`src/lseg_pkg.sv`:
```
`default_nettype none
package lseg_pkg;

  // Strip geometry and fade length
  localparam int PIXEL_COUNT = 60;
  localparam int FADE_STEPS  = 50;

  localparam int PIX_W      = 6;
  localparam int STEP_W     = 6;
  localparam int CH_W       = 8;
  localparam int NCH        = 3;
  localparam int FADE_DIV   = FADE_STEPS - 1;
  localparam int PROD_W     = STEP_W + CH_W;
  localparam int RB_STRIDE  = 256 / PIXEL_COUNT;

  // Divide by FADE_DIV as a reciprocal multiply, q = (x * FADE_RECIP) >> FADE_SHIFT;
  // exact for every step * channel difference product
  localparam int FADE_SHIFT = 20;
  localparam int RECIP_W    = FADE_SHIFT + 1;
  localparam int MUL_W      = PROD_W + RECIP_W;
  localparam logic [RECIP_W-1:0] FADE_RECIP = RECIP_W'((1 << FADE_SHIFT) / FADE_DIV + 1);

  localparam logic [7:0] GREY_LEVEL  = 8'd50;
  localparam logic [2:0] GRID_ROWS   = 3'd7;
  localparam logic [2:0] STRIPE_WRAP = 3'd7;
  localparam logic [7:0] WHEEL_SEG1  = 8'd85;
  localparam logic [7:0] WHEEL_SEG2  = 8'd170;

  localparam int CFG_IDX_W  = 3;
  localparam int CFG_DATA_W = 8;

  // Register indexes
  localparam logic [CFG_IDX_W-1:0] REG_MODE    = 3'd0;
  localparam logic [CFG_IDX_W-1:0] REG_RED     = 3'd1;
  localparam logic [CFG_IDX_W-1:0] REG_GREEN   = 3'd2;
  localparam logic [CFG_IDX_W-1:0] REG_BLUE    = 3'd3;
  localparam logic [CFG_IDX_W-1:0] REG_STANDBY = 3'd4;

  // Lamp modes
  localparam logic [2:0] MODE_COLOUR  = 3'd0;
  localparam logic [2:0] MODE_TWINKLE = 3'd1;
  localparam logic [2:0] MODE_RAINBOW = 3'd2;
  localparam logic [2:0] MODE_CYCLE   = 3'd3;
  localparam logic [2:0] MODE_STRIPE  = 3'd4;

  typedef enum logic [2:0] {
    ST_IDLE,
    ST_MUL,
    ST_DIV,
    ST_EMIT,
    ST_PIX
  } lseg_state_e;

  // Index 0 red, 1 green, 2 blue
  typedef logic [NCH-1:0][CH_W-1:0] rgb_t;

  function automatic rgb_t wheel(input logic [7:0] pos);
    logic [7:0] q;
    logic [7:0] qq;
    logic [7:0] q3;
    rgb_t c;
    q = 8'd255 - pos;
    if (q < WHEEL_SEG1) begin
      qq = q;
    end else if (q < WHEEL_SEG2) begin
      qq = q - WHEEL_SEG1;
    end else begin
      qq = q - WHEEL_SEG2;
    end
    q3 = qq + {qq[6:0], 1'b0};
    c = '0;
    if (q < WHEEL_SEG1) begin
      c[0] = 8'd255 - q3;
      c[2] = q3;
    end else if (q < WHEEL_SEG2) begin
      c[1] = q3;
      c[2] = 8'd255 - q3;
    end else begin
      c[0] = q3;
      c[1] = 8'd255 - q3;
    end
    return c;
  endfunction

endpackage
`default_nettype wire

```
`src/led_strip_effect_generator.sv`:
```
// Whole-strip results (standby, cycle) pass through ST_EMIT and then the output register; pixel
//   transfers through ST_PIX; a fade result through ST_MUL and ST_DIV per channel (one shared
//   multiplier, per channel a step*difference pass then a reciprocal pass for the divide by 49).
// A new tick is taken only once the previous one is done (in_stall_o is high outside ST_IDLE);
//   rainbow/stripe send 60 pixels, one per cycle while the output does not stall.
// Reset (rst_ni low, asynchronous): mode stripe, targets and colours black, counters zero.
`default_nettype none
module led_strip_effect_generator import lseg_pkg::*; (
  input  wire logic                  clk_i,
  input  wire logic                  rst_ni,
  // tick channel
  input  wire logic                  in_valid_i,
  output logic                       in_stall_o,
  input  wire logic                  tick_i,
  // result channel
  output logic                       out_valid_o,
  input  wire logic                  out_stall_i,
  output logic [PIX_W-1:0]           pixel_index_o,
  output logic [CH_W-1:0]            red_out_o,
  output logic [CH_W-1:0]            green_out_o,
  output logic [CH_W-1:0]            blue_out_o,
  output logic                       whole_strip_o,
  output logic                       last_of_frame_o,
  // configuration writes
  input  wire logic                  cfg_valid_i,
  output logic                       cfg_ready_o,
  input  wire logic [CFG_IDX_W-1:0]  cfg_index_i,
  input  wire logic [CFG_DATA_W-1:0] cfg_data_i
);

  // Sequencer
  lseg_state_e state_q, state_d;

  // Configuration registers
  logic [2:0]        cfg_mode_q, cfg_mode_d;
  rgb_t              cfg_tgt_q, cfg_tgt_d;
  logic              cfg_stby_q, cfg_stby_d;

  // Animation state
  rgb_t              seen_tgt_q, seen_tgt_d;
  rgb_t              fade_start_q, fade_start_d;
  rgb_t              shown_q, shown_d;
  logic [STEP_W-1:0] fade_step_q, fade_step_d;
  logic              fade_done_q, fade_done_d;
  logic [2:0]        seen_mode_q, seen_mode_d;
  logic              seen_stby_q, seen_stby_d;
  logic [7:0]        cyc_pos_q, cyc_pos_d;
  logic [7:0]        rb_off_q, rb_off_d;
  logic [2:0]        stripe_col_q, stripe_col_d;

  // Job control
  logic [1:0]        ch_q, ch_d;
  logic [PIX_W-1:0]  pix_q, pix_d;
  logic              rainbow_q, rainbow_d;

  // Shared multiplier datapath (no reset)
  logic [PROD_W-1:0] dvd_q, dvd_d;
  logic              neg_q, neg_d;
  rgb_t              emit_q, emit_d;

  // Output register
  logic              out_valid_q, out_valid_d;
  logic [PIX_W-1:0]  opix_q, opix_d;
  rgb_t              orgb_q, orgb_d;
  logic              owhole_q, owhole_d;
  logic              olast_q, olast_d;

  logic slot_free;
  assign slot_free = !out_valid_q || !out_stall_i;

  assign in_stall_o      = (state_q != ST_IDLE);
  assign cfg_ready_o     = 1'b1;
  assign out_valid_o     = out_valid_q;
  assign pixel_index_o   = opix_q;
  assign red_out_o       = orgb_q[0];
  assign green_out_o     = orgb_q[1];
  assign blue_out_o      = orgb_q[2];
  assign whole_strip_o   = owhole_q;
  assign last_of_frame_o = olast_q;

  // Combinational helpers
  logic                restart;
  logic                done_eff;
  rgb_t                wheel_cyc;
  rgb_t                pix_rgb;
  logic [7:0]          rb_pos;
  logic                lit;
  logic [CH_W-1:0]     ch_s;
  logic [CH_W-1:0]     ch_t;
  logic [CH_W-1:0]     mag;
  logic [PROD_W-1:0]   mul_a;
  logic [RECIP_W-1:0]  mul_b;
  logic [MUL_W-1:0]    mul_p;
  logic [PROD_W-1:0]   quot;
  logic [CH_W-1:0]     fade_v;
  logic [STEP_W:0]     step_nxt;
  logic [2:0]          col_nxt;

  always_comb begin
    // Fade restart: new target, entry into colour mode, or standby entry in colour mode
    restart = (cfg_tgt_q != seen_tgt_q)
           || ((cfg_mode_q != seen_mode_q) && (cfg_mode_q == MODE_COLOUR))
           || (!seen_stby_q && cfg_stby_q && (cfg_mode_q == MODE_COLOUR));
    done_eff  = restart ? 1'b0 : fade_done_q;
    wheel_cyc = wheel(cyc_pos_q);

    // Per-pixel colour
    rb_pos  = 8'(32'(pix_q) * RB_STRIDE) + rb_off_q;
    lit     = (pix_q[PIX_W-1:3] < GRID_ROWS) && (pix_q[2:0] == stripe_col_q);
    if (rainbow_q) begin
      pix_rgb = wheel(rb_pos);
    end else begin
      pix_rgb = lit ? {NCH{GREY_LEVEL}} : '0;
    end

    // Fade channel operands
    ch_s = fade_start_q[ch_q];
    ch_t = seen_tgt_q[ch_q];
    mag  = (ch_t < ch_s) ? (ch_s - ch_t) : (ch_t - ch_s);

    // One multiplier: step * |difference| first, then times the reciprocal of FADE_DIV
    if (state_q == ST_DIV) begin
      mul_a = dvd_q;
      mul_b = FADE_RECIP;
    end else begin
      mul_a = PROD_W'(fade_step_q);
      mul_b = RECIP_W'(mag);
    end
    mul_p  = MUL_W'(mul_a) * MUL_W'(mul_b);
    quot   = PROD_W'(mul_p >> FADE_SHIFT);
    fade_v = neg_q ? (ch_s - quot[CH_W-1:0]) : (ch_s + quot[CH_W-1:0]);

    step_nxt = (STEP_W+1)'(fade_step_q) + (STEP_W+1)'(1);
    col_nxt  = stripe_col_q + 3'd1;
  end

  always_comb begin
    state_d      = state_q;
    cfg_mode_d   = cfg_mode_q;
    cfg_tgt_d    = cfg_tgt_q;
    cfg_stby_d   = cfg_stby_q;
    seen_tgt_d   = seen_tgt_q;
    fade_start_d = fade_start_q;
    shown_d      = shown_q;
    fade_step_d  = fade_step_q;
    fade_done_d  = fade_done_q;
    seen_mode_d  = seen_mode_q;
    seen_stby_d  = seen_stby_q;
    cyc_pos_d    = cyc_pos_q;
    rb_off_d     = rb_off_q;
    stripe_col_d = stripe_col_q;
    ch_d         = ch_q;
    pix_d        = pix_q;
    rainbow_d    = rainbow_q;
    dvd_d        = dvd_q;
    neg_d        = neg_q;
    emit_d       = emit_q;
    out_valid_d  = out_valid_q && out_stall_i;
    opix_d       = opix_q;
    orgb_d       = orgb_q;
    owhole_d     = owhole_q;
    olast_d      = olast_q;

    if (cfg_valid_i) begin
      case (cfg_index_i)
        REG_MODE:    cfg_mode_d   = cfg_data_i[2:0];
        REG_RED:     cfg_tgt_d[0] = cfg_data_i;
        REG_GREEN:   cfg_tgt_d[1] = cfg_data_i;
        REG_BLUE:    cfg_tgt_d[2] = cfg_data_i;
        REG_STANDBY: cfg_stby_d   = cfg_data_i[0];
        default: ;
      endcase
    end

    case (state_q)
      ST_IDLE: begin
        if (in_valid_i && tick_i) begin
          seen_tgt_d  = cfg_tgt_q;
          seen_mode_d = cfg_mode_q;
          seen_stby_d = cfg_stby_q;
          if (restart) begin
            fade_start_d = shown_q;
            fade_step_d  = '0;
            fade_done_d  = 1'b0;
          end
          if (cfg_stby_q) begin
            emit_d  = '0;
            state_d = ST_EMIT;
          end else begin
            case (cfg_mode_q)
              MODE_COLOUR: begin
                if (!done_eff) begin
                  ch_d    = 2'd0;
                  state_d = ST_MUL;
                end
              end
              MODE_TWINKLE: ;
              MODE_RAINBOW: begin
                pix_d     = '0;
                rainbow_d = 1'b1;
                state_d   = ST_PIX;
              end
              MODE_CYCLE: begin
                shown_d   = wheel_cyc;
                emit_d    = wheel_cyc;
                cyc_pos_d = cyc_pos_q + 8'd1;
                state_d   = ST_EMIT;
              end
              default: begin
                // stripe, and the unused codes
                pix_d     = '0;
                rainbow_d = 1'b0;
                state_d   = ST_PIX;
              end
            endcase
          end
        end
      end
      ST_MUL: begin
        dvd_d   = mul_p[PROD_W-1:0];
        neg_d   = (ch_t < ch_s);
        state_d = ST_DIV;
      end
      ST_DIV: begin
        shown_d[ch_q] = fade_v;
        emit_d[ch_q]  = fade_v;
        if (ch_q == 2'(NCH - 1)) begin
          if (step_nxt >= (STEP_W+1)'(FADE_STEPS)) begin
            fade_done_d = 1'b1;
            fade_step_d = '0;
          end else begin
            fade_step_d = step_nxt[STEP_W-1:0];
          end
          state_d = ST_EMIT;
        end else begin
          ch_d    = ch_q + 2'd1;
          state_d = ST_MUL;
        end
      end
      ST_EMIT: begin
        if (slot_free) begin
          out_valid_d = 1'b1;
          opix_d      = '0;
          orgb_d      = emit_q;
          owhole_d    = 1'b1;
          olast_d     = 1'b1;
          state_d     = ST_IDLE;
        end
      end
      ST_PIX: begin
        if (slot_free) begin
          out_valid_d = 1'b1;
          opix_d      = pix_q;
          orgb_d      = pix_rgb;
          owhole_d    = 1'b0;
          olast_d     = (pix_q == PIX_W'(PIXEL_COUNT - 1));
          pix_d       = pix_q + PIX_W'(1);
          if (pix_q == PIX_W'(PIXEL_COUNT - 1)) begin
            if (rainbow_q) begin
              rb_off_d = rb_off_q + 8'd1;
            end else begin
              stripe_col_d = (col_nxt >= STRIPE_WRAP) ? 3'd0 : col_nxt;
            end
            state_d = ST_IDLE;
          end
        end
      end
      default: state_d = ST_IDLE;
    endcase
  end

  always_ff @(posedge clk_i or negedge rst_ni) begin
    if (!rst_ni) begin
      state_q      <= ST_IDLE;
      cfg_mode_q   <= MODE_STRIPE;
      cfg_tgt_q    <= '0;
      cfg_stby_q   <= 1'b0;
      seen_tgt_q   <= '0;
      fade_start_q <= '0;
      shown_q      <= '0;
      fade_step_q  <= '0;
      fade_done_q  <= 1'b0;
      seen_mode_q  <= MODE_STRIPE;
      seen_stby_q  <= 1'b0;
      cyc_pos_q    <= '0;
      rb_off_q     <= '0;
      stripe_col_q <= '0;
      ch_q         <= '0;
      pix_q        <= '0;
      rainbow_q    <= 1'b0;
      out_valid_q  <= 1'b0;
    end else begin
      state_q      <= state_d;
      cfg_mode_q   <= cfg_mode_d;
      cfg_tgt_q    <= cfg_tgt_d;
      cfg_stby_q   <= cfg_stby_d;
      seen_tgt_q   <= seen_tgt_d;
      fade_start_q <= fade_start_d;
      shown_q      <= shown_d;
      fade_step_q  <= fade_step_d;
      fade_done_q  <= fade_done_d;
      seen_mode_q  <= seen_mode_d;
      seen_stby_q  <= seen_stby_d;
      cyc_pos_q    <= cyc_pos_d;
      rb_off_q     <= rb_off_d;
      stripe_col_q <= stripe_col_d;
      ch_q         <= ch_d;
      pix_q        <= pix_d;
      rainbow_q    <= rainbow_d;
      out_valid_q  <= out_valid_d;
    end
  end

  always_ff @(posedge clk_i) begin
    dvd_q    <= dvd_d;
    neg_q    <= neg_d;
    emit_q   <= emit_d;
    opix_q   <= opix_d;
    orgb_q   <= orgb_d;
    owhole_q <= owhole_d;
    olast_q  <= olast_d;
  end

  // Assertions
  a_step_range: assert property (@(posedge clk_i) disable iff (!rst_ni)
    (STEP_W+1)'(fade_step_q) < (STEP_W+1)'(FADE_STEPS))
    else $error("fade step out of range");

  a_col_range: assert property (@(posedge clk_i) disable iff (!rst_ni)
    stripe_col_q < STRIPE_WRAP)
    else $error("stripe column out of range");

  a_fade_ch: assert property (@(posedge clk_i) disable iff (!rst_ni)
    (state_q == ST_MUL || state_q == ST_DIV) |-> (ch_q < 2'(NCH)))
    else $error("fade channel out of range");

  a_emit_last: assert property (@(posedge clk_i) disable iff (!rst_ni)
    (state_q == ST_EMIT && slot_free) |=> (out_valid_q && olast_q && owhole_q))
    else $error("whole-strip transfer not loaded as last of frame");

  a_whole_pix0: assert property (@(posedge clk_i) disable iff (!rst_ni)
    (out_valid_q && owhole_q) |-> (opix_q == '0 && olast_q))
    else $error("whole-strip result with pixel index or not last");

endmodule
`default_nettype wire

```
`config.mk`:
```
export PLATFORM = sky130hd
export DESIGN_NAME = led_strip_effect_generator
export DESIGN_NICKNAME = d
export VERILOG_FILES = /design/src/lseg_pkg.sv /design/src/led_strip_effect_generator.sv
export SDC_FILE = /design/constraint.sdc
export NUM_CORES = 1
export LEC_CHECK = 0
export BUFFER_PORTS_ARGS = -buffer_cell sky130_fd_sc_hd__buf_2
export CAP_MARGIN = 30
export CORE_MARGIN = 5
export CORE_UTILIZATION = 45
export DETAILED_ROUTE_END_ITERATION = 8
export GPL_TIMING_DRIVEN = 1
export SKIP_LAST_GASP = 1
export SYNTH_ARGS = -nofsm -noshare
export SYNTH_HDL_FRONTEND = slang
export SYNTH_SLANG_ARGS = --single-unit
```
`constraint.sdc`:
```
create_clock -name clk_i -period 11.94 [get_ports clk_i]
set_input_delay 0 -clock clk_i [delete_from_list [all_inputs] [get_ports clk_i]]
set_output_delay 0 -clock clk_i [all_outputs]
set_load 0.005 [all_outputs]
```
## After elaboration in Yosys (flattened, before gate mapping)

Cells that the tools add are included.

- Register bits after elaboration: 214
- Input port bits: 17
- Word-level logic and storage cells: 228

- Order comparisons: 10
- Bitwise logic cells: 3
- Reductions and logical operators: 41
- Mux-type cells: 83
- Add/subtract/negate cells: 21
- Multiply operators: 1
- Equality and inequality tests: 32

Operator list:

| operator | count |
|---|---|
| 24-bit 2-to-1 mux | 8 |
| 8-bit 2-to-1 mux | 22 |
| 24-bit case mux with 2 select lines | 3 |
| 6-bit 2-to-1 mux | 10 |
| 24-bit bitwise mux | 2 |
| 6-bit case mux with 2 select lines | 3 |
| 8-bit adder | 4 |
| 8-bit binary-select mux with 2-bit select | 2 |
| 8-bit subtractor (first input constant) | 4 |
| 14-bit by 21-bit multiplier with 28-bit output | 1 |
| 4-bit AND reduction | 7 |
| 24-bit != test | 1 |
| 8-bit subtractor | 3 |
| 22-bit 2-to-1 mux | 1 |
| 3-bit 2-to-1 mux | 7 |
| 2-bit != test (second input constant) | 10 |
| 3-bit by 2-bit equality test with 1-bit output (second input constant) | 6 |
| 8-bit by 1-bit adder with 8-bit output (second input constant) | 2 |
| 8-bit demux with 2-bit select | 1 |
| 8-bit by 7-bit < comparator with 1-bit output (second input constant) | 2 |
| 8-bit < comparator (second input constant) | 2 |
| 8-bit by 7-bit subtractor with 8-bit output (second input constant) | 2 |
| 8-bit subtractor (second input constant) | 2 |
| 15-bit 2-to-1 mux | 1 |
| other kinds (40) | 85 |

## Logic depth before layout (Yosys ltp)

- Depth after elaboration: 13
- Gate-level depth with buffers: 50
- Gate-level depth less buffers: 47

## Least setup slack after synthesis

No wires, ideal clock.

- Path type: flip-flop to flip-flop
- Start: register ch_q[1]
- End: register emit_q[7] in the netlist's numbering, data pin
- Library setup time: 271 ps
- Cell stages (with the launch flop): 49
- Slack: 1151 ps
- Arrival: 10518 ps
- Cell sequence: dfrtp_1 -> clkbuf_1 -> inv_1 -> nor2_1 -> clkbuf_1 -> a21oi_1 -> inv_1 -> ha_1 -> inv_1 -> fa_1 -> a21oi_1 -> o21bai_1 -> a21o_1 -> a221o_1 -> a211oi_1 -> a311oi_2 -> nand2b_1 -> o311ai_1 -> [... 13 more ...] -> o21ai_1 -> a211oi_2 -> nor2_1 -> and4b_1 -> inv_1 -> ha_1 -> a21o_1 -> inv_1 -> ha_1 -> nor2b_1 -> o21ai_0 -> nand2b_1 -> a31oi_1 -> a21oi_1 -> xnor2_1 -> xor2_1 -> xor2_1 -> o22ai_1

RTL lines:

| element | RTL line | text |
|---|---|---|
| start: declaration | led_strip_effect_generator.sv:52 | `logic [1:0] ch_q, ch_d;` |
| start signal: assignment | led_strip_effect_generator.sv:307 | `ch_q <= ch_d;` |
| end signal: assignment | led_strip_effect_generator.sv:317 | `emit_q <= emit_d;` |
| end: declaration | led_strip_effect_generator.sv:59 | `rgb_t emit_q, emit_d;` |

==> summary.txt <==
Run status
  • Run status: complete, no violations

Drt
  • DR vias/cell: 5.44
  • DR DRC count: 0
  • Remaining antenna violation count: 0
  • First-pass DRT Iterations: 5
  • Via count: 13575
  • Total wire length: 44800 um
  • WL/cell: 18.0 um
  • First DRT Iteration DRCs: 829

Floorplan
  • Die Ht: 211 um
  • I/O pins: 52
  • Die area: 44600 um^2
  • Starting Density: 45.7%
  • Die W: 211 um
  • Row count: 73
  • Core Area: 39900 um^2

Yosys
  • Synthesized area: 18200 um^2
  • Post-synth top flop: dfrtp_1
  • Ys Warns: 0
  • Post-synth ARST share: 66.8%
  • Post-synthesis sequential area ratio: 31.3%
  • Synth cell types: 96
  • Synth area leaders: dfrtp_1, ha_1, fa_1, edfxtp_1, nand2_1
  • Biggest area consumer among synthesized cells: dfrtp_1
  • Mean Syn Cell Area: 9.79 um^2
  • Most frequent cells after synthesis: ha_1, nand2_1, inv_1
  • Synth Instances: 1862
  • Post-synth top area share: 19.4%
  • Most common cell in the netlist: ha_1
  • #FFs+latches synth: 214
  • Post-synth EDFFs: 71

Clocking
  • Sink Count: 214
  • CTS tree: yes
  • Clock Path Buffers: 3
  • Clk Tree Root Cell: clkbuf_16
  • Clk_lat worst skew: 530 ps
  • CTS buffer count: 25
  • Clock edge transition at the registers on the reported setup and hold paths: 60 ps
  • H-tree depth: 1

Setup path
  • CP Max Fanout: 19
  • CP Data Required Time: 12200 ps
  • Nature of the critical path endpoint: flop
  • Crit. path cell count: 43
  • CP top delay family: adder cells
  • Type of origin of the critical path: flop
  • Largest stage delay, worst path: 550 ps
  • Crit path DAT: 11490 ps
  • Critical setup path kind: reg -> reg
  • Worst Reg-to-Reg Cells: 43
  • CP dominant cell by count: fa_1
  • Slowest-stage cell, CP: fa_1
  • Worst Path Buf+Inv: 6

Placed design
  • Dpl hpwl: 34600 um
  • Buffers on Ports: 50
  • Final Wtd Congestion: 0.871

Global route
  • Initial antenna violation count: 0
  • Pin count of the biggest net entering global routing: 80
  • First-pass GRT wire length: 74100 um
  • Total GRT Usage: 20.2%
  • Overflow after GRT: 0
  • Vias in the first global route: 13656

Cells and area
  • Area grow syn2layout: 10.9%
  • Util after Layout: 50.7%
  • Fill count: 3629
  • ANT cells: 0
  • Share of layout cells above drive strength 1: 11.2%
  • Nets: 2282

Power and ir drop
  • Maximum vdd drop: 0.350 mV
  • Static leakage: 10.0 nW
  • Pwr/cell area: 306 nW/um^2

Timing
  • Final critical-path share of the clock period: 94.1%
  • Slew Viols, Final: 0
  • Clock skew: 11.8 ps
  • Setup TNS after final layout: 0 ps
  • Hold Fails Final Rpt: 0
  • # setup viols final: 0
  • Post-layout min period: 11230 ps
  • Max_slew headroom: 34.3%
  • Max Clk Rate: 0.0890 GHz
  • Worst Tran Pin Value: 979 ps

Flow run
  • MaxCap Viol Count: 0

Hold path
  • Worst Hold Class: in -> reg
  • Hold depth: 5
==> final cells by class <==
class                   count  area (um^2)  area share, %
well taps                 525          657           3.25
multi-input cells        1429        11700           58.0
clock inverters            12          125          0.619
inverters                 192          721           3.56
clock buffers              33          676           3.34
repair buffers             90          608           3.01
flip-flops and latches    214         5710           28.2
==> per-stage QoR <==
| step | power [mW] | setup slack, ps | cell area, um^2 | instances | hold WS [ps] |
|---|---|---|---|---|---|
| after floorplan | 4.38 | 1150 | 18400 | 1901 | -296 |
| after global placement | 5.31 | 807 | 19200 | 2431 | 91.1 |
| after detailed placement | 5.40 | 601 | 19200 | 2434 | 93.8 |
| after CTS | 6.19 | 578 | 20200 | 2493 | 31.3 |
| after global routing | 6.79 | -3.24 | 20200 | 2495 | 82.4 |
| final | 6.19 | 706 | 20200 | 2495 | 50.6 |
==> logic make-up (layout without fill, tap and decap cells) <==
group / Yosys count / in the layout / synth area share [%]
muxes: 84 / 84 / 5.02
adders and majority gates: 314 / 314 / 26.3
DFF: 214 / 214 / 31.3
and+or+nand+nor: 500 / 500 / 12.6
other: 2 / 41 / 0.0412
buffers and inverters: 258 / 327 / 5.48
AOI/OAI and AO/OA: 382 / 382 / 13.9
xor gates and xnor gates: 108 / 108 / 5.35
==> state kept, by name (all words and copies together) (netlist names), 2 cells and up <==
name and count:
fade_start_q 24, dvd_q 14, shown_q 24, seen_mode_q 3, stripe_col_q 3, pixel_index_o 6, red_out_o 8, cyc_pos_q 8
rb_off_q 8, ch_q 2, pix_q 6, cfg_tgt_q 24, seen_tgt_q 24, blue_out_o 8, green_out_o 8, state_q 3
emit_q 24, fade_step_q 6, cfg_mode_q 3
==> repair_timing <==
action                     in CTS  in global routing
resized for setup               0                  4
hold buffers                   14                  0
setup buffers                   0                  0
hold endpoints to repair      109                  0
setup endpoints to repair       0                 18
==> routing by layer <==
metal	track usage, %	vias up	part of all wire (%)
met5	0	-	0
met4	4.29	0	2.3
met3	2.43	55	4.0
met2	32.2	321	46
met1	30.0	6647	48
li1	-	6552	-
==> final timing paths <==
path	start	end	slack (ps)
max	ch_q[0]	emit_q[7]	710
min reg2reg	seen_mode_q[2]	seen_mode_q[2]	480
min in group asynchronous	rst_ni	cyc_pos_q[5]	80
min	tick_i	seen_mode_q[2]	50
max reg2reg	ch_q[0]	emit_q[7]	710
max in group asynchronous	rst_ni	cfg_tgt_q[10]	10470
==> cells in the final DEF (no fill, tap or decap), types with 13 or more instances in the layout <==
cell	Yosys	layout
mux2_2	60	60
dlygate4sd3_1	0	14
a21oi_1	121	120
buf_4	1	24
fa_1	116	116
dfrtp_1	141	141
nor2_1	132	129
o21a_1	15	15
conb_1	2	41
clkbuf_16	0	25
mux2i_1	24	24
o32ai_1	13	13
xnor2_1	64	63
nor2b_1	14	14
o21ai_0	79	78
inv_1	189	189
buf_2	9	49
and2_1	19	19
xor2_1	40	39
a21o_1	38	38
nand3_1	35	35
nand4_1	15	15
edfxtp_1	71	71
nand2_1	193	193
nor3_1	20	19
ha_1	197	197
and3_1	18	18
==> power by group <==
part	switching [mW]	internal, mW
logic	2.53	1.75
registers	0.125	1.02
clock network	0.314	0.443
total	2.97	3.21
==> worst min-delay path: stages <==
cell,delay [ps]
buf_2,90
nand3_1,60
buf_4,250
nand2_1,110
nand2_1,50
Power figures use the tool's default switching activity.
